`src/olt_pkg.sv`:
```
// Shared types, constants and control structures for the ordered list table.
`timescale 1ns / 1ps

package olt_pkg;

  // List geometry and field widths.
  localparam int CAPACITY = 16;
  localparam int ADDR_W   = $clog2(CAPACITY);
  localparam int LEN_W    = $clog2(CAPACITY + 1);
  localparam int POS_W    = 4;
  localparam int VAL_W    = 32;
  localparam int STAT_W   = 2;
  localparam int CNT_W    = 5;
  localparam int CMP_W    = (LEN_W > POS_W) ? LEN_W : POS_W;
  localparam int CEXT_W   = (LEN_W > CNT_W) ? LEN_W : CNT_W;
  localparam int FEXT_W   = (ADDR_W > POS_W) ? ADDR_W : POS_W;

  // Operation codes.
  typedef enum logic [1:0] {
    OP_APPEND = 2'd0,
    OP_INSERT = 2'd1,
    OP_REMOVE = 2'd2,
    OP_SEARCH = 2'd3
  } op_t;

  // Result status codes.
  typedef enum logic [STAT_W-1:0] {
    STAT_OK       = 2'd0,
    STAT_RANGE    = 2'd1,
    STAT_FULL     = 2'd2,
    STAT_NOTFOUND = 2'd3
  } status_t;

  // Controller states.
  typedef enum logic [1:0] {
    S_IDLE  = 2'd0,
    S_CHECK = 2'd1,
    S_WALK  = 2'd2,
    S_DONE  = 2'd3
  } state_t;

  // Input transaction.
  typedef struct packed {
    op_t                     opcode;
    logic [POS_W-1:0]        position;
    logic signed [VAL_W-1:0] value;
  } in_t;

  // Result transaction.
  typedef struct packed {
    status_t          status;
    logic [POS_W-1:0] found_position;
    logic [CNT_W-1:0] count;
  } out_t;

  // Commands from the controller to the datapath.
  typedef struct packed {
    logic load;
    logic init;
    logic step;
    logic commit;
  } ctrl_cmd_t;

  // Status from the datapath to the controller.
  typedef struct packed {
    logic no_walk;
    logic walk_done;
    logic hit;
  } dp_stat_t;

endpackage

```
`src/olt_ctrl.sv`:
```
// Controller state machine that sequences one transaction through the datapath.
`timescale 1ns / 1ps

module olt_ctrl (
  input  logic              clk,
  input  logic              rst_n,
  input  logic              start,
  input  olt_pkg::dp_stat_t stat,
  output logic              busy,
  output olt_pkg::ctrl_cmd_t cmd
);
  import olt_pkg::*;

  state_t state_r;
  state_t state_nxt;

  // State register.
  always_ff @(posedge clk) begin
    if (!rst_n) begin
      state_r <= S_IDLE;
    end else begin
      state_r <= state_nxt;
    end
  end

  // Next state.
  always_comb begin
    state_nxt = state_r;
    case (state_r)
      S_IDLE: begin
        if (start) state_nxt = S_CHECK;
      end
      S_CHECK: begin
        state_nxt = stat.no_walk ? S_DONE : S_WALK;
      end
      S_WALK: begin
        if (stat.walk_done || stat.hit) state_nxt = S_DONE;
      end
      S_DONE: begin
        state_nxt = S_IDLE;
      end
      default: begin
        state_nxt = S_IDLE;
      end
    endcase
  end

  // Outputs.
  always_comb begin
    cmd  = '0;
    busy = 1'b1;
    case (state_r)
      S_IDLE: begin
        busy     = 1'b0;
        cmd.load = start;
      end
      S_CHECK: begin
        cmd.init = !stat.no_walk;
      end
      S_WALK: begin
        cmd.step = 1'b1;
      end
      S_DONE: begin
        cmd.commit = 1'b1;
      end
      default: begin
        busy = 1'b1;
      end
    endcase
  end

endmodule

```
`src/olt_dp.sv`:
```
// Datapath: entry memory, length, walk counters and the result register.
`timescale 1ns / 1ps

module olt_dp (
  input  logic               clk,
  input  logic               rst_n,
  input  olt_pkg::in_t       in_item,
  input  olt_pkg::ctrl_cmd_t cmd,
  output olt_pkg::dp_stat_t  stat,
  output logic               out_valid,
  output olt_pkg::out_t      out_item
);
  import olt_pkg::*;

  logic signed [VAL_W-1:0] mem [CAPACITY];

  in_t                     item_r;
  logic [LEN_W-1:0]        len_r, len_nxt;
  logic [LEN_W-1:0]        rem_r, rem_nxt;
  logic [ADDR_W-1:0]       src_r, src_nxt;
  logic [ADDR_W-1:0]       pdst_r, pdst_nxt;
  logic                    pend_r, pend_nxt;
  logic                    hit_r;
  logic [ADDR_W-1:0]       where_r;
  logic signed [VAL_W-1:0] rdata_r;
  logic                    out_valid_r;
  out_t                    out_r, out_nxt;

  logic [CMP_W-1:0]        len_cmp, pos_cmp;
  logic                    full, range_err, ok;
  logic                    rd_en, wr_en, hit_now;
  logic [ADDR_W-1:0]       wr_addr;
  logic signed [VAL_W-1:0] wr_data;
  status_t                 status;
  logic [CEXT_W-1:0]       cnt_ext;
  logic [FEXT_W-1:0]       fpos_ext;

  // Operation checks against the current length.
  always_comb begin
    len_cmp   = CMP_W'(len_r);
    pos_cmp   = CMP_W'(item_r.position);
    full      = (len_r >= LEN_W'(CAPACITY)) &&
                (item_r.opcode inside {OP_APPEND, OP_INSERT});
    range_err = ((item_r.opcode == OP_INSERT) && (pos_cmp > len_cmp)) ||
                ((item_r.opcode == OP_REMOVE) && (pos_cmp >= len_cmp));
  end

  // Walk control: one read issued while entries remain and one pending entry retired per step cycle.
  always_comb begin
    rem_nxt  = rem_r;
    src_nxt  = src_r;
    pdst_nxt = pdst_r;
    pend_nxt = pend_r;
    rd_en    = 1'b0;
    if (cmd.init) begin
      pend_nxt = 1'b0;
      case (item_r.opcode)
        OP_INSERT: begin
          rem_nxt = LEN_W'(len_cmp - pos_cmp);
          src_nxt = ADDR_W'(len_r - LEN_W'(1));
        end
        OP_REMOVE: begin
          rem_nxt = LEN_W'(len_cmp - pos_cmp - CMP_W'(1));
          src_nxt = ADDR_W'(pos_cmp + CMP_W'(1));
        end
        default: begin
          rem_nxt = len_r;
          src_nxt = '0;
        end
      endcase
    end else if (cmd.step) begin
      pend_nxt = (rem_r != '0);
      if (rem_r != '0) begin
        rd_en   = 1'b1;
        rem_nxt = rem_r - LEN_W'(1);
        case (item_r.opcode)
          OP_INSERT: begin
            pdst_nxt = src_r + ADDR_W'(1);
            src_nxt  = src_r - ADDR_W'(1);
          end
          OP_REMOVE: begin
            pdst_nxt = src_r - ADDR_W'(1);
            src_nxt  = src_r + ADDR_W'(1);
          end
          default: begin
            pdst_nxt = src_r;
            src_nxt  = src_r + ADDR_W'(1);
          end
        endcase
      end
    end
  end

  assign hit_now = cmd.step && pend_r && (item_r.opcode == OP_SEARCH) &&
                   (rdata_r == item_r.value);

  // Status for the controller.
  always_comb begin
    stat.no_walk   = full || range_err || (item_r.opcode == OP_APPEND);
    stat.walk_done = (rem_r == '0) && !pend_r;
    stat.hit       = hit_now;
  end

  // Result status, the walk writes and the final write of the transaction.
  always_comb begin
    if (full) begin
      status = STAT_FULL;
    end else if (range_err) begin
      status = STAT_RANGE;
    end else if ((item_r.opcode == OP_SEARCH) && !hit_r) begin
      status = STAT_NOTFOUND;
    end else begin
      status = STAT_OK;
    end
    ok      = (status == STAT_OK);
    len_nxt = len_r;
    wr_en   = 1'b0;
    wr_addr = pdst_r;
    wr_data = rdata_r;
    if (cmd.step && pend_r && (item_r.opcode inside {OP_INSERT, OP_REMOVE})) begin
      wr_en = 1'b1;
    end
    if (cmd.commit && ok) begin
      case (item_r.opcode)
        OP_APPEND: begin
          wr_en   = 1'b1;
          wr_addr = ADDR_W'(len_r);
          wr_data = item_r.value;
          len_nxt = len_r + LEN_W'(1);
        end
        OP_INSERT: begin
          wr_en   = 1'b1;
          wr_addr = ADDR_W'(pos_cmp);
          wr_data = item_r.value;
          len_nxt = len_r + LEN_W'(1);
        end
        OP_REMOVE: begin
          len_nxt = len_r - LEN_W'(1);
        end
        default: begin
          len_nxt = len_r;
        end
      endcase
    end
  end

  // Result fields, masked to their widths.
  always_comb begin
    cnt_ext  = CEXT_W'(len_nxt);
    fpos_ext = FEXT_W'(where_r);
    out_nxt.status         = status;
    out_nxt.count          = cnt_ext[CNT_W-1:0];
    out_nxt.found_position = ((item_r.opcode == OP_SEARCH) && ok) ?
                             fpos_ext[POS_W-1:0] : '0;
  end

  // Entry memory with registered read data.
  always_ff @(posedge clk) begin
    if (wr_en) mem[wr_addr] <= wr_data;
    if (rd_en) rdata_r <= mem[src_r];
  end

  // Control registers.
  always_ff @(posedge clk) begin
    if (!rst_n) begin
      len_r       <= '0;
      rem_r       <= '0;
      pend_r      <= 1'b0;
      out_valid_r <= 1'b0;
    end else begin
      len_r       <= len_nxt;
      rem_r       <= rem_nxt;
      pend_r      <= pend_nxt;
      out_valid_r <= cmd.commit;
    end
  end

  // Payload registers.
  always_ff @(posedge clk) begin
    if (cmd.load) item_r <= in_item;
    src_r  <= src_nxt;
    pdst_r <= pdst_nxt;
    if (cmd.init) begin
      hit_r <= 1'b0;
    end else if (hit_now) begin
      hit_r   <= 1'b1;
      where_r <= pdst_r;
    end
    if (cmd.commit) out_r <= out_nxt;
  end

  assign out_valid = out_valid_r;
  assign out_item  = out_r;

endmodule

```
`src/ordered_list_table_core.sv`:
```
// Top level of the ordered list table: controller plus datapath.
`timescale 1ns / 1ps

// Ordered list of up to CAPACITY signed 32-bit values with append, insert,
// remove and search. A transaction is taken when start is high and busy is
// low. Exactly one result follows, shown for one cycle with out_valid. It
// cannot be held off, so the receiver must take it in that cycle. Append
// and any rejected operation skip the walk and commit straight after the
// check. Insert, remove and search walk the stored entries one per cycle
// through the entry memory, with one read each cycle and, for insert and
// remove, a write of the entry read the step before. The walk ends early
// when a search meets a match; otherwise it takes one more step after its
// last read to drain that read. The worst case is a search that misses in
// a full list. A search stops at the first match. busy falls as the result
// is produced, so the next transaction may be started in the same cycle
// that the result strobe is high.
module ordered_list_table_core (
  input  logic           clk,
  input  logic           rst_n,
  input  logic           start,
  output logic           busy,
  input  olt_pkg::in_t   in_item,
  output logic           out_valid,
  output olt_pkg::out_t  out_item
);
  import olt_pkg::*;

  ctrl_cmd_t cmd;
  dp_stat_t  stat;

  // Sequencing.
  olt_ctrl u_ctrl (
    .clk   (clk),
    .rst_n (rst_n),
    .start (start),
    .stat  (stat),
    .busy  (busy),
    .cmd   (cmd)
  );

  // Storage and arithmetic.
  olt_dp u_dp (
    .clk       (clk),
    .rst_n     (rst_n),
    .in_item   (in_item),
    .cmd       (cmd),
    .stat      (stat),
    .out_valid (out_valid),
    .out_item  (out_item)
  );

  // Results are never back to back: each needs at least a check and a commit.
  assert property (@(posedge clk) disable iff (!rst_n) out_valid |=> !out_valid)
    else $error("two results in consecutive cycles");

  // An accepted transaction keeps the block busy in the next cycle.
  assert property (@(posedge clk) disable iff (!rst_n) (start && !busy) |=> busy)
    else $error("block not busy after accepting a transaction");

  // A result is only produced while the block is still busy with it.
  assert property (@(posedge clk) disable iff (!rst_n) cmd.commit |-> busy)
    else $error("commit outside a transaction");

  // Only a successful search reports a position.
  assert property (@(posedge clk) disable iff (!rst_n)
    (out_valid && (out_item.status != STAT_OK)) |-> (out_item.found_position == '0))
    else $error("found position reported on a failed operation");

endmodule

```
`config.mk`:
```
export PLATFORM = sky130hd
export DESIGN_NAME = ordered_list_table_core
export DESIGN_NICKNAME = d
export VERILOG_FILES = /design/src/olt_pkg.sv /design/src/olt_ctrl.sv /design/src/olt_dp.sv /design/src/ordered_list_table_core.sv
export SDC_FILE = /design/constraint.sdc
export NUM_CORES = 1
export LEC_CHECK = 0
export BUFFER_PORTS_ARGS = -buffer_cell sky130_fd_sc_hd__buf_4
export CORE_UTILIZATION = 50
export CTS_BUF_LIST = sky130_fd_sc_hd__clkbuf_8
export CTS_CLUSTER_DIAMETER = 40
export DETAILED_ROUTE_END_ITERATION = 6
export HOLD_SLACK_MARGIN = 0.05
export PLACE_DENSITY = 0.66
export SLEW_MARGIN = 10
export SYNTH_ARGS = -nofsm -noshare
export SYNTH_HDL_FRONTEND = slang
export SYNTH_SLANG_ARGS = --single-unit
```
`constraint.sdc`:
```
create_clock -name clk -period 9.33 [get_ports clk]
set_input_delay 0.933 -clock clk [delete_from_list [all_inputs] [get_ports clk]]
set_output_delay 0.933 -clock clk [all_outputs]
set_load 0.05 [all_outputs]
```
==> metrics.md, run 1 <==
| Metric | Value |
|---|---|
| Outcome | `complete, no violations` |
| Cts-stage hold buffer count | `0` |
| Overflow left after global routing | `0` |
| Root buf cell | `sky130_fd_sc_hd__clkbuf_8` |
| Headroom to the max-slew limit | `about 20%` |
| Detailed Place HPWL | `31700 um` |
| Max Slew Vio Count | `0` |
| Share of the clock period used by the worst path after layout | `between 40% and 50%` |
| TritonCTS Buffers | `100` |
| DRC | `0` |
| Count of max-cap constraint violations | `0` |
| Time the worst path needs with I/O delays and setup | `approximately 4.4 ns` |
| Most common library cell in the layout ignoring fill and taps | `sky130_fd_sc_hd__edfxtp_1` |
| Total wire length | `56700 um` |
| Netlist Area Pre-Place | `25300 sq um` |
| Starting utilization of the core area | `50.6%` |
| Fin cells | `around 2300` |
| Total global routing track utilization | `22.6%` |
| Core ar. | `50000 sq um` |
| Number of antenna violations at the first check in global routing | `0` |
| Fraction of layout cells with a size suffix above 1 | `18.3%` |
| CP Data Arrival Time | `between 4 and 5 ns` |
| Net count of the mapped netlist | `~1600` |
| Total of cells resized after clock tree synthesis | `0` |
| Row Count | `82` |
| Gp weighted congestion | `0.862` |
| Setup repair after global routing missed its margin | `no` |
| Cell types with the largest area share after synthesis | `sky130_fd_sc_hd__edfxtp_1 72%, sky130_fd_sc_hd__mux4_2 5.9%, sky130_fd_sc_hd__mux2i_1 5.2%, sky130_fd_sc_hd__a221oi_1 2.2%, sky130_fd_sc_hd__nand2_1 1.9%` |
| Max frequency | `0.230 GHz` |
| Critical path capture point type | `flop` |
| Post-synthesis async set-or-reset flop share | `0%` |
| Fin Setup TNS | `0 ns` |
| Die outline height | `227 um` |
| Top cell type's share of synthesized area | `71.9%` |
| CP Launch Type | `flop` |
| Static Leak | `9.63 nW` |
| First-pass iteration count of the detailed router | `6` |
| Number of nets in the finished design | `1664` |
| Die outline area | `a little over 50000 sq um` |
| Via count | `about 14000` |
| Pwr per Cell Area | `~250 nW/um^2` |
| Count of cell types in the netlist | `60` |
| Area grow syn2layout | `12.6%` |
| Iteration-0 DRC count of the detailed router | `1239` |
| Clock tree buffer depth | `3` |
| Worst Max-Slew Pin Slew | `roughly 1.2 ns` |
| Global-route wire length before repair | `84400 um` |
| Width of the die | `between 200 and 250 um` |
| Via count of the first global-routing pass | `13887` |
| Number of instances in the placed design | `~2200` |
| Post-synth EDFFs | `605` |
| Final Skew | `0.0378 ns` |
| Clk slew on worst S/H paths | `0.06 ns` |
| Class of the tightest hold or removal check | `input port to flop` |
| Postcts setup bufs | `0` |
| Register area share after synthesis | `73.1%` |
| IR drop worst, VDD | `~0.15 mV` |
| Most area-hungry cell type in the Yosys netlist | `sky130_fd_sc_hd__edfxtp_1` |
| Via-per-instance ratio | `5.96` |
| Critical Path Fanout Max | `53` |
| Critical-path cell list | `inv_1, ha_1, nand2_1, o22ai_1, o21ai_1, and4_2, buf_4, nand3_1, nand2_2` |
| Inserted Diodes | `0` |
| I/O pins | `between 50 and 60` |
| H-tree depth | `3` |
| Most used flip-flop cell after synthesis | `sky130_fd_sc_hd__edfxtp_1` |
| Number of synthesized register bits | `620` |
| Sinks on the clock net | `620` |
| Post-Synthesis Mean Instance Area | `16.9 sq um` |
| Highest cell delay on the worst timing path | `about 0.82 ns` |
| Synth warnings | `0` |
| Library cell contributing the largest single delay on the critical path | `sky130_fd_sc_hd__nand2_2` |
| Clock network latency to the later pin of the worst-skew pair | `0.70 ns` |
| Number of nets with antenna violations after routing | `0` |
| Post-synthesis instance total | `approximately 1500` |
| Port buffer count | `53` |
| Largest net degree at the start of global routing | `136` |
| Final hold vios | `0` |
| Average detailed-routed wire length per instance | `24.1 um` |
| Type of the worst setup path | `flop to flop` |
| Data required time at the worst endpoint | `~9.6 ns` |
| Clock tree from TritonCTS | `yes` |
| Leading cell types in the layout, fill and taps excluded | `605 x sky130_fd_sc_hd__edfxtp_1, 130 x sky130_fd_sc_hd__mux2i_1, 126 x sky130_fd_sc_hd__nand2_1` |
| Final Setup Violations | `0` |
-- synth_stat cells, types with 3 or more instances --
| library cell | instances |
|---|---|
| sky130_fd_sc_hd__o21ai_0 | 52 |
| sky130_fd_sc_hd__nand2b_1 | 5 |
| sky130_fd_sc_hd__nand4_1 | 10 |
| sky130_fd_sc_hd__nor2_1 | 60 |
| sky130_fd_sc_hd__xnor2_1 | 38 |
| sky130_fd_sc_hd__mux2_2 | 3 |
| sky130_fd_sc_hd__nor3_1 | 9 |
| sky130_fd_sc_hd__a211oi_1 | 4 |
| sky130_fd_sc_hd__ha_1 | 21 |
| sky130_fd_sc_hd__clkbuf_1 | 38 |
| sky130_fd_sc_hd__and2_1 | 12 |
| sky130_fd_sc_hd__a21oi_1 | 18 |
| sky130_fd_sc_hd__o31ai_1 | 7 |
| sky130_fd_sc_hd__a22oi_1 | 32 |
| sky130_fd_sc_hd__edfxtp_1 | 605 |
| sky130_fd_sc_hd__mux2i_1 | 130 |
| sky130_fd_sc_hd__nand3_1 | 34 |
| sky130_fd_sc_hd__mux4_2 | 66 |
| sky130_fd_sc_hd__nand2_1 | 129 |
| sky130_fd_sc_hd__buf_1 | 9 |
| sky130_fd_sc_hd__dfxtp_1 | 15 |
| sky130_fd_sc_hd__inv_1 | 26 |
| sky130_fd_sc_hd__a31oi_1 | 12 |
| sky130_fd_sc_hd__nor2b_1 | 4 |
| sky130_fd_sc_hd__and3_1 | 4 |
| sky130_fd_sc_hd__nor4_1 | 3 |
| sky130_fd_sc_hd__o22ai_1 | 4 |
| sky130_fd_sc_hd__a221oi_1 | 64 |
| sky130_fd_sc_hd__o211ai_1 | 3 |
| sky130_fd_sc_hd__xor2_1 | 7 |
| sky130_fd_sc_hd__buf_2 | 34 |
-- state kept, by name (all words and copies together) (netlist names), 2 cells and up --
register and count:
u_dp.rdata_r 32, u_dp.rem_r 5, u_dp.len_cmp 5, u_ctrl.state_r 2
u_dp.src_r 4, u_dp.item_r 38, u_dp.pdst_r 4, u_dp.fpos_ext 4
u_dp.mem 512, u_dp.out_item 11
-- per-layer routing --
layer  up-vias  global-route usage (%)  share of wire (%)
li1       6185                       -                  -
met1      7127                    31.5                 43
met2       575                    36.1                 48
met3       104                    4.16                6.8
met4         0                    7.08                2.2
met5         -                       0                  0
-- final cells by class --
| cell class | count | area [sq um] |
|---|---|---|
| clock buffer | 102 | 1400 |
| sequential | 620 | 18500 |
| clock inverter | 74 | 485 |
| fill | 3827 | 21500 |
| tap | 672 | 841 |
| inverter | 28 | 108 |
| timing repair buffer | 82 | 628 |
| multi-input combinational | 769 | 6520 |
-- where the power goes --
group / switching [mW] / total [mW] / internal [mW] / leakage, nW
logic: 0.970 / 1.53 / 0.564 / 3.02
registers: 0.0726 / 3.35 / 3.27 / 5.58
clock network: 1.06 / 2.22 / 1.16 / 1.03
total: 2.10 / 7.10 / 5.00 / 9.63
-- cells by family after synthesis --
family | Yosys count | synth area share [%]
buf+inv | 110 | 1.83
flops | 620 | 73.1
xor+xnor | 45 | 1.56
compound gates | 220 | 6.22
mux | 199 | 11.2
fa+ha+maj | 22 | 1.12
simple gates | 283 | 5.01
-- through the flow --
step,utilization [%],power [mW],hold WS (ns),setup slack (ns),area (sq um)
finish,57.0,7.10,0.401,4.98,28500
global route,57.0,7.39,0.364,4.75,28500
CTS,57.0,7.15,0.355,5.03,28500
detailed placement,53.2,4.94,0.480,5.06,26600
global placement,53.2,4.92,0.472,5.15,26600
floorplan,-,4.47,0.424,3.62,25300
-- worst paths after layout --
check,slack [ns],cells past startpoint,endpoint,startpoint
min,0.40,1,u_dp.item_r[14],in_item[14]
min reg2reg,0.49,2,u_dp.hit_r,u_dp.hit_r
max,4.98,9,u_dp.mem[5][15],u_dp.len_cmp[0]
max reg2reg,4.98,9,u_dp.mem[5][15],u_dp.len_cmp[0]
-- worst max-delay path: cells and delay by family, from the launching register on --
kind | cells | cell delay [ns]
buffers and inverters | 2 | 0.84
AOI/OAI and AO/OA | 2 | 0.62
adders and majority gates | 1 | 0.38
and+or+nand+nor | 4 | 1.46
DFF | 1 | 0.60
No activity file was read; power rests on OpenSTA's default activity.
==> inputs of run 2 (changes only) <==
--- a/config.mk
+++ b/config.mk
@@ -11,7 +11,7 @@
 export CTS_CLUSTER_DIAMETER = 40
 export DETAILED_ROUTE_END_ITERATION = 6
 export HOLD_SLACK_MARGIN = 0.05
-export PLACE_DENSITY = 0.66
+export PLACE_DENSITY = 0.68
 export SLEW_MARGIN = 10
 export SYNTH_ARGS = -nofsm -noshare
 export SYNTH_HDL_FRONTEND = slang
==> constraint.sdc (replaced) <==
create_clock -name clk -period 3.9 [get_ports clk]
set_input_delay 0.39 -clock clk [delete_from_list [all_inputs] [get_ports clk]]
set_output_delay 0.39 -clock clk [all_outputs]
set_load 0.05 [all_outputs]
==> metrics.md, run 2 (same netlist as run 1, synthesis figures left out) <==
| Metric | Value |
|---|---|
| Biggest regs | `u_dp.mem: 512 flops, u_dp.item_r: 38 flops, u_dp.rdata_r: 32 flops` |
| Setup repair after global routing missed its margin | `no` |
| DRC | `0 (unchanged)` |
| Critical Path Start | `u_dp.len_cmp[2]` |
| Die outline height | `227 um (unchanged)` |
| Standard cell area after detailed placement | `27000 sq um (+1.5%)` |
| Worst Max-Slew Pin Slew | `1.17 ns (-0.0217 ns)` |
| Area grow syn2layout | `16.4%` |
| Largest register FFs | `512 (unchanged)` |
| Clock network latency to the later pin of the worst-skew pair | `0.70 ns (about the same)` |
| Total wire length | `59900 um (+5.6%)` |
| Max Slew Vio Count | `0 (unchanged)` |
| Static Leak | `10.1 nW (+5.0%)` |
| Average detailed-routed wire length per instance | `24.6 um (+2.0%)` |
| Via count | `14316 (+2.3%)` |
| Iteration-0 DRC count of the detailed router | `1269 (+2.4%)` |
| Final hold vios | `0 (unchanged)` |
| Count of max-cap constraint violations | `0 (unchanged)` |
| Headroom to the max-slew limit | `21.7% (+1.4 points)` |
| Fin Setup TNS | `0 ns (unchanged)` |
| Critical path capture point type | `flop` |
| Fraction of layout cells with a size suffix above 1 | `19.6% (+1.3 points)` |
| CP Launch Type | `flop` |
| Detailed Place HPWL | `35600 um (+12%)` |
| Total global routing track utilization | `24.1% (+1.5 points)` |
| Type of the worst setup path | `flop to flop` |
| Global-route wire length before repair | `89800 um (+6.4%)` |
| Row Count | `82 (unchanged)` |
| Leading cell types in the layout, fill and taps excluded | `605 x sky130_fd_sc_hd__edfxtp_1, 130 x sky130_fd_sc_hd__mux2i_1, 126 x sky130_fd_sc_hd__nand2_1` |
| Pwr per Cell Area | `596 nW/um^2 (+140%)` |
| Number of antenna violations at the first check in global routing | `0 (unchanged)` |
| Filler Cell Count | `3729 (-2.6%)` |
| Share of the clock period used by the worst path after layout | `89.1% (+42 points)` |
| Number of nets with antenna violations after routing | `0 (unchanged)` |
| Port buffer count | `53 (unchanged)` |
| TritonCTS Buffers | `105 (+5.0%)` |
| Number of nets in the finished design | `1735 (+4.3%)` |
| Max frequency | `0.288 GHz (+25%)` |
| Final Skew | `0.0219 ns (-0.0159 ns)` |
| Largest net degree at the start of global routing | `57 (-58%)` |
| Data required time at the worst endpoint | `4.29 ns (-5.33 ns)` |
| Most common library cell in the layout ignoring fill and taps | `sky130_fd_sc_hd__edfxtp_1` |
| Width of the die | `227 um (unchanged)` |
| Clock tree buffer depth | `3 (unchanged)` |
| Gp weighted congestion | `0.879 (+2.0%)` |
| Die outline area | `51400 sq um (unchanged)` |
| Outcome | `complete, no violations` |
| Clk slew on worst S/H paths | `0.06 ns (about the same)` |
| Via-per-instance ratio | `5.89 (-1.1%)` |
| Root buf cell | `sky130_fd_sc_hd__clkbuf_8` |
| H-tree depth | `3 (unchanged)` |
| I/O pins | `54 (unchanged)` |
| Most flops, register | `u_dp.mem` |
| Final Setup Violations | `0 (unchanged)` |
| Via count of the first global-routing pass | `14545 (+4.7%)` |
| Hold Path Origin | `start` |
| IR drop worst, VDD | `0.323 mV (+110%)` |
| Starting utilization of the core area | `50.6% (unchanged)` |
| Post-route design area | `29400 sq um (+3.3%)` |
| Overflow left after global routing | `0 (unchanged)` |
| Inserted Diodes | `0 (unchanged)` |
| CP Data Arrival Time | `3.87 ns (-0.78 ns)` |
| Core ar. | `50000 sq um (unchanged)` |
| Class of the tightest hold or removal check | `input port to flop` |
| First-pass iteration count of the detailed router | `7 (+1)` |
| Critical Path Fanout Max | `17 (-68%)` |
| Sinks on the clock net | `620 (unchanged)` |
| Source of the worst register-to-register timing path | `u_dp.len_cmp[2]` |
| Total of cells resized after clock tree synthesis | `0 (unchanged)` |
| Time the worst path needs with I/O delays and setup | `3.47 ns (-0.880 ns)` |
| Clock tree from TritonCTS | `yes` |
run 2: worst max-delay path: stages, from the launching register on:
cell and delay, ns:
sky130_fd_sc_hd__dfxtp_1 0.61, sky130_fd_sc_hd__ha_1 0.37, sky130_fd_sc_hd__and3b_1 0.21, sky130_fd_sc_hd__nor3_1 0.21, sky130_fd_sc_hd__o21ai_1 0.17, sky130_fd_sc_hd__and4_2 0.30, sky130_fd_sc_hd__o31ai_4 1.00, sky130_fd_sc_hd__buf_12 0.27
run 2: final timing paths:
check | to | slack [ns] | cells after the start
setup / recovery | u_dp.mem[15][28] | 0.43 | 7
setup reg to reg | u_dp.mem[15][28] | 0.43 | 7
hold / removal | u_ctrl.state_r[1] | 0.16 | 4
hold reg to reg | u_dp.out_item[8] | 0.52 | 1
run 2: cell type report:
type | instances | area, sq um | area share, %
inverters | 28 | 108 | 0.366
clock buffers | 106 | 1460 | 4.96
multi-input cells | 769 | 6550 | 22.3
repair buffers | 148 | 1400 | 4.75
well taps | 672 | 841 | 2.86
flip-flops and latches | 620 | 18500 | 62.8
clock inverters | 86 | 577 | 1.96
run 2: timing repair:
action                                  CTS  global route
buffers inserted                          0             0
hold endpoints to repair                 46             0
hold buffers                             39             0
endpoints found under the setup margin    0             0
run 2: per-stage QoR:
stage | setup slack [ns] | cells | hold WS, ns | power [mW] | utilization [%]
after global routing | 0.277 | 2429 | 0.160 | 18.2 | 58.8
after global placement | 0.541 | 2198 | 0.470 | 11.9 | 54.0
after floorplan | 0.0856 | 1499 | 0.424 | 10.7 | -
final | 0.426 | 2429 | 0.160 | 17.5 | 58.8
after CTS | 0.453 | 2429 | 0.106 | 17.6 | 58.8
after detailed placement | 0.443 | 2198 | 0.491 | 12.0 | 54.0
run 2: routing by layer:
layer	up-vias	GRT usage [%]	wire length [um]
met5	-	0	0
met2	543	39.1	29200
li1	6340	-	-
met4	0	7.63	1450
met3	108	5.16	4190
met1	7325	32.5	25000
run 2: power by group:
group	switching [mW]	internal (mW)	total, mW	leakage, nW
clock	2.64	3.02	5.66	1.15
combinational	2.36	1.45	3.81	3.38
sequential	0.217	7.83	8.05	5.58
==> inputs of run 3 (changes only) <==
--- a/config.mk
+++ b/config.mk
@@ -6,12 +6,12 @@
 export NUM_CORES = 1
 export LEC_CHECK = 0
 export BUFFER_PORTS_ARGS = -buffer_cell sky130_fd_sc_hd__buf_4
-export CORE_UTILIZATION = 50
+export CORE_UTILIZATION = 25
 export CTS_BUF_LIST = sky130_fd_sc_hd__clkbuf_8
 export CTS_CLUSTER_DIAMETER = 40
 export DETAILED_ROUTE_END_ITERATION = 6
+export GPL_TIMING_DRIVEN = 0
 export HOLD_SLACK_MARGIN = 0.05
-export PLACE_DENSITY = 0.68
 export SLEW_MARGIN = 10
 export SYNTH_ARGS = -nofsm -noshare
 export SYNTH_HDL_FRONTEND = slang
==> constraint.sdc (replaced) <==
create_clock -name clk -period 3.7 [get_ports clk]
set_input_delay 0.37 -clock clk [delete_from_list [all_inputs] [get_ports clk]]
set_output_delay 0.37 -clock clk [all_outputs]
set_load 0.05 [all_outputs]
==> metrics.md, run 3 (same netlist as run 1, synthesis figures left out) <==
| Metric | Value |
|---|---|
| Headroom to the max-slew limit | `18.0% (-3.7 points)` |
| Cell internal pwr | `12.7 mW (+2.9%)` |
| Worst Max-Slew Pin Slew | `1.23 ns (+0.0554 ns)` |
| Hold Crit Depth | `4 (unchanged)` |
| Most flops, register | `u_dp.mem` |
| Fraction of layout cells with a size suffix above 1 | `19.6% (-0.020 points)` |
| Clk slew on worst S/H paths | `0.06 ns (about the same)` |
| Iteration-0 DRC count of the detailed router | `1350 (+6.4%)` |
| Leading cell types in the layout, fill and taps excluded | `605 x sky130_fd_sc_hd__edfxtp_1, 130 x sky130_fd_sc_hd__mux2i_1, 126 x sky130_fd_sc_hd__nand2_1` |
| Critical path capture point type | `flop` |
| I/O pins | `54 (unchanged)` |
| Setup repair after global routing missed its margin | `no` |
| Via count | `14695 (+2.6%)` |
| Total design power | `18.3 mW (+4.2%)` |
| Number of nets in the finished design | `1802 (+3.9%)` |
| Pwr per Cell Area | `598 nW/um^2 (+0.42%)` |
| Via-per-instance ratio | `4.72 (-20%)` |
| Class of the tightest hold or removal check | `input port to flop` |
| H-tree depth | `3 (unchanged)` |
| Critical Path Fanout Max | `10 (-7)` |
| Clock tree buffer depth | `3 (unchanged)` |
| Clock network fraction of design power | `30.6% (-1.7 points)` |
| Detailed Place HPWL | `45400 um (+27%)` |
| Overflow left after global routing | `0 (unchanged)` |
| Highest cell delay on the worst timing path | `0.41 ns (-0.59 ns)` |
| CP Launch Type | `flop` |
| Type of the worst setup path | `flop to flop` |
| Worst-case reg-to-reg path depth | `14 (+7)` |
| Row Count | `116 (+41%)` |
| Area grow syn2layout | `20.8%` |
| Max Slew Vio Count | `0 (unchanged)` |
| Starting utilization of the core area | `25.2% (-25 points)` |
| Sinks on the clock net | `620 (unchanged)` |
| Data required time at the worst endpoint | `4.09 ns (-0.20 ns)` |
| Final Skew | `0.0244 ns (+0.00251 ns)` |
| Library cell contributing the largest single delay on the critical path | `sky130_fd_sc_hd__dfxtp_1` |
| Total global routing track utilization | `12.8% (-11 points)` |
| Average detailed-routed wire length per instance | `21.4 um (-13%)` |
| Global-route wire length before repair | `96700 um (+7.7%)` |
| Largest net degree at the start of global routing | `24 (-58%)` |
| IR drop worst, VDD | `0.255 mV (-21%)` |
| Hold Path Origin | `start` |
| Logic gate share of total power | `23.0% (+1.2 points)` |
| Final hold vios | `0 (unchanged)` |
| Root buf cell | `sky130_fd_sc_hd__clkbuf_8` |
| Sum of buffers and inverters on the critical path | `7 (+6)` |
| Number of antenna violations at the first check in global routing | `2 (+2)` |
| Max frequency | `0.277 GHz (-3.7%)` |
| First-pass iteration count of the detailed router | `5 (-2)` |
| Via count of the first global-routing pass | `14839 (+2.0%)` |
| Largest register FFs | `512 (unchanged)` |
| Most common library cell in the layout ignoring fill and taps | `sky130_fd_sc_hd__edfxtp_1` |
| Gp weighted congestion | `0.862 (-1.9%)` |
| Logic depth of the worst setup path including buffers | `14 (+7)` |
| Switching share of power | `30.7% (+0.87 points)` |
| Total wire length | `66700 um (+11%)` |
| Part of the total power dissipated in sequential elements | `46.4% (+0.5 points)` |
| Biggest regs | `u_dp.mem: 512 flops, u_dp.item_r: 38 flops, u_dp.rdata_r: 32 flops` |
| Post-Place Setup Slack | `-0.663 ns (-1.11 ns)` |
| DRC | `0 (unchanged)` |
| CP delay by family, top | `buffers and inverters` |
| Time the worst path needs with I/O delays and setup | `3.61 ns (+0.132 ns)` |
| TritonCTS Buffers | `105 (unchanged)` |
| Clock network latency to the later pin of the worst-skew pair | `0.70 ns (about the same)` |
| Setup slack of the critical path after layout | `0.0939 ns (-0.332 ns)` |
| Core ar. | `100000 sq um (+100%)` |
| Count of max-cap constraint violations | `0 (unchanged)` |
| Width of the die | `320 um (+41%)` |
| Clock tree from TritonCTS | `yes` |
| Static Leak | `10.3 nW (+1.6%)` |
| Switch Pwr | `5.60 mW (+7.3%)` |
| Die outline height | `320 um (+41%)` |
| Source of the worst register-to-register timing path | `u_dp.len_cmp[0]` |
| Port buffer count | `53 (unchanged)` |
| CP Data Arrival Time | `4.00 ns (+0.13 ns)` |
| Critical-path cell list | `clkbuf_4, inv_1, ha_1, nand2_1, o22ai_1, o21ai_1, buf_2, and4_1, buf_6, clkbuf_4, nand3_1, o41ai_4, buf_8, buf_6` |
| Die outline area | `102000 sq um (+99%)` |
| Outcome | `complete, no violations` |
| Final Setup Violations | `0 (unchanged)` |
| Final core utilization | `30.5% (-28 points)` |
| Critical Path Start | `u_dp.len_cmp[0]` |
| Share of the clock period used by the worst path after layout | `97.5% (+8.4 points)` |
| Number of nets with antenna violations after routing | `0 (unchanged)` |
run 3: changes by cell type in the layout (fill, tap and decap cells not counted), moves of 4 or more:
| cell | previous run | this run |
|---|---|---|
| sky130_fd_sc_hd__buf_4 | 94 | 57 |
| sky130_fd_sc_hd__clkbuf_1 | 0 | 34 |
| sky130_fd_sc_hd__buf_2 | 0 | 31 |
| sky130_fd_sc_hd__buf_8 | 0 | 20 |
| sky130_fd_sc_hd__buf_1 | 0 | 9 |
| sky130_fd_sc_hd__buf_12 | 15 | 7 |
| sky130_fd_sc_hd__buf_16 | 0 | 7 |
| sky130_fd_sc_hd__buf_6 | 0 | 7 |
| sky130_fd_sc_hd__clkinv_1 | 25 | 20 |
| sky130_fd_sc_hd__inv_1 | 55 | 60 |
| sky130_fd_sc_hd__bufinv_16 | 7 | 3 |
run 3: worst register-to-register path, stage by stage (launching register included):
cell	delay, ns
sky130_fd_sc_hd__dfxtp_1	0.41
sky130_fd_sc_hd__clkbuf_4	0.25
sky130_fd_sc_hd__inv_1	0.11
sky130_fd_sc_hd__ha_1	0.37
sky130_fd_sc_hd__nand2_1	0.13
sky130_fd_sc_hd__o22ai_1	0.09
sky130_fd_sc_hd__o21ai_1	0.20
sky130_fd_sc_hd__buf_2	0.23
sky130_fd_sc_hd__and4_1	0.30
sky130_fd_sc_hd__buf_6	0.21
sky130_fd_sc_hd__clkbuf_4	0.24
sky130_fd_sc_hd__nand3_1	0.15
sky130_fd_sc_hd__o41ai_4	0.19
sky130_fd_sc_hd__buf_8	0.24
sky130_fd_sc_hd__buf_6	0.19
run 3: final timing paths:
path	to	slack, ns
max	u_dp.mem[12][19]	0.09
min	u_ctrl.state_r[1]	0.14
max reg2reg	u_dp.mem[12][19]	0.09
min reg2reg	u_dp.hit_r	0.48
run 3: power by group through the flow:
stage               sequential [mW]  combinational [mW]  clock, mW
floorplan                      8.54                2.74          0
global placement               8.62                4.01          0
finish                         8.47                4.20       5.59
detailed placement             8.60                4.15          0
CTS                            8.47                4.20       5.73
global route                   8.49                4.51       6.05
run 3: layout make-up:
class                           instances  area, sq um
Timing Repair Buffer                  134         1500
Clock inverter                         76          422
Multi-Input combinational cell        769         6550
Inverter                               28          108
Antenna cell                            2         5.00
Fill cell                            9806        69600
Clock buffer                          107         1470
Tap cell                             1298         1620
Buffer                                 81          372
Sequential cell                       620        18500
run 3: metrics by stage:
| step | std cells | instance area [sq um] | setup TNS [ns] | hold slack, ns |
|---|---|---|---|---|
| 6_report | 3115 | 30500 | 0 | 0.137 |
| 5_1_grt | 3115 | 30500 | 0 | 0.144 |
| 3_5_place_dp | 2888 | 28200 | -240.35 | 0.473 |
| 2_1_floorplan | 1499 | 25400 | -34.47 | 0.424 |
| 4_1_cts | 3111 | 30500 | 0 | 0.0871 |
| 3_3_place_gp | 2850 | 27400 | -1008.52 | 0.475 |
run 3: layer usage:
metal | track usage [%] | up-vias | routed length (um)
met1 | 16.8 | 7583 | 28700
met2 | 21.7 | 555 | 32700
met4 | 3.36 | 0 | 1120
li1 | - | 6476 | -
met3 | 2.49 | 81 | 4130
met5 | 0 | - | 0
run 3: repair_timing:
action                                   CTS  global route
hold buffers                              39             0
pin swaps                                  3             2
cloned                                     0             0
setup buffers                              2             2
endpoints found under the setup margin  1012           261
endpoints found under the hold margin     41             0
resized for setup                          9             4
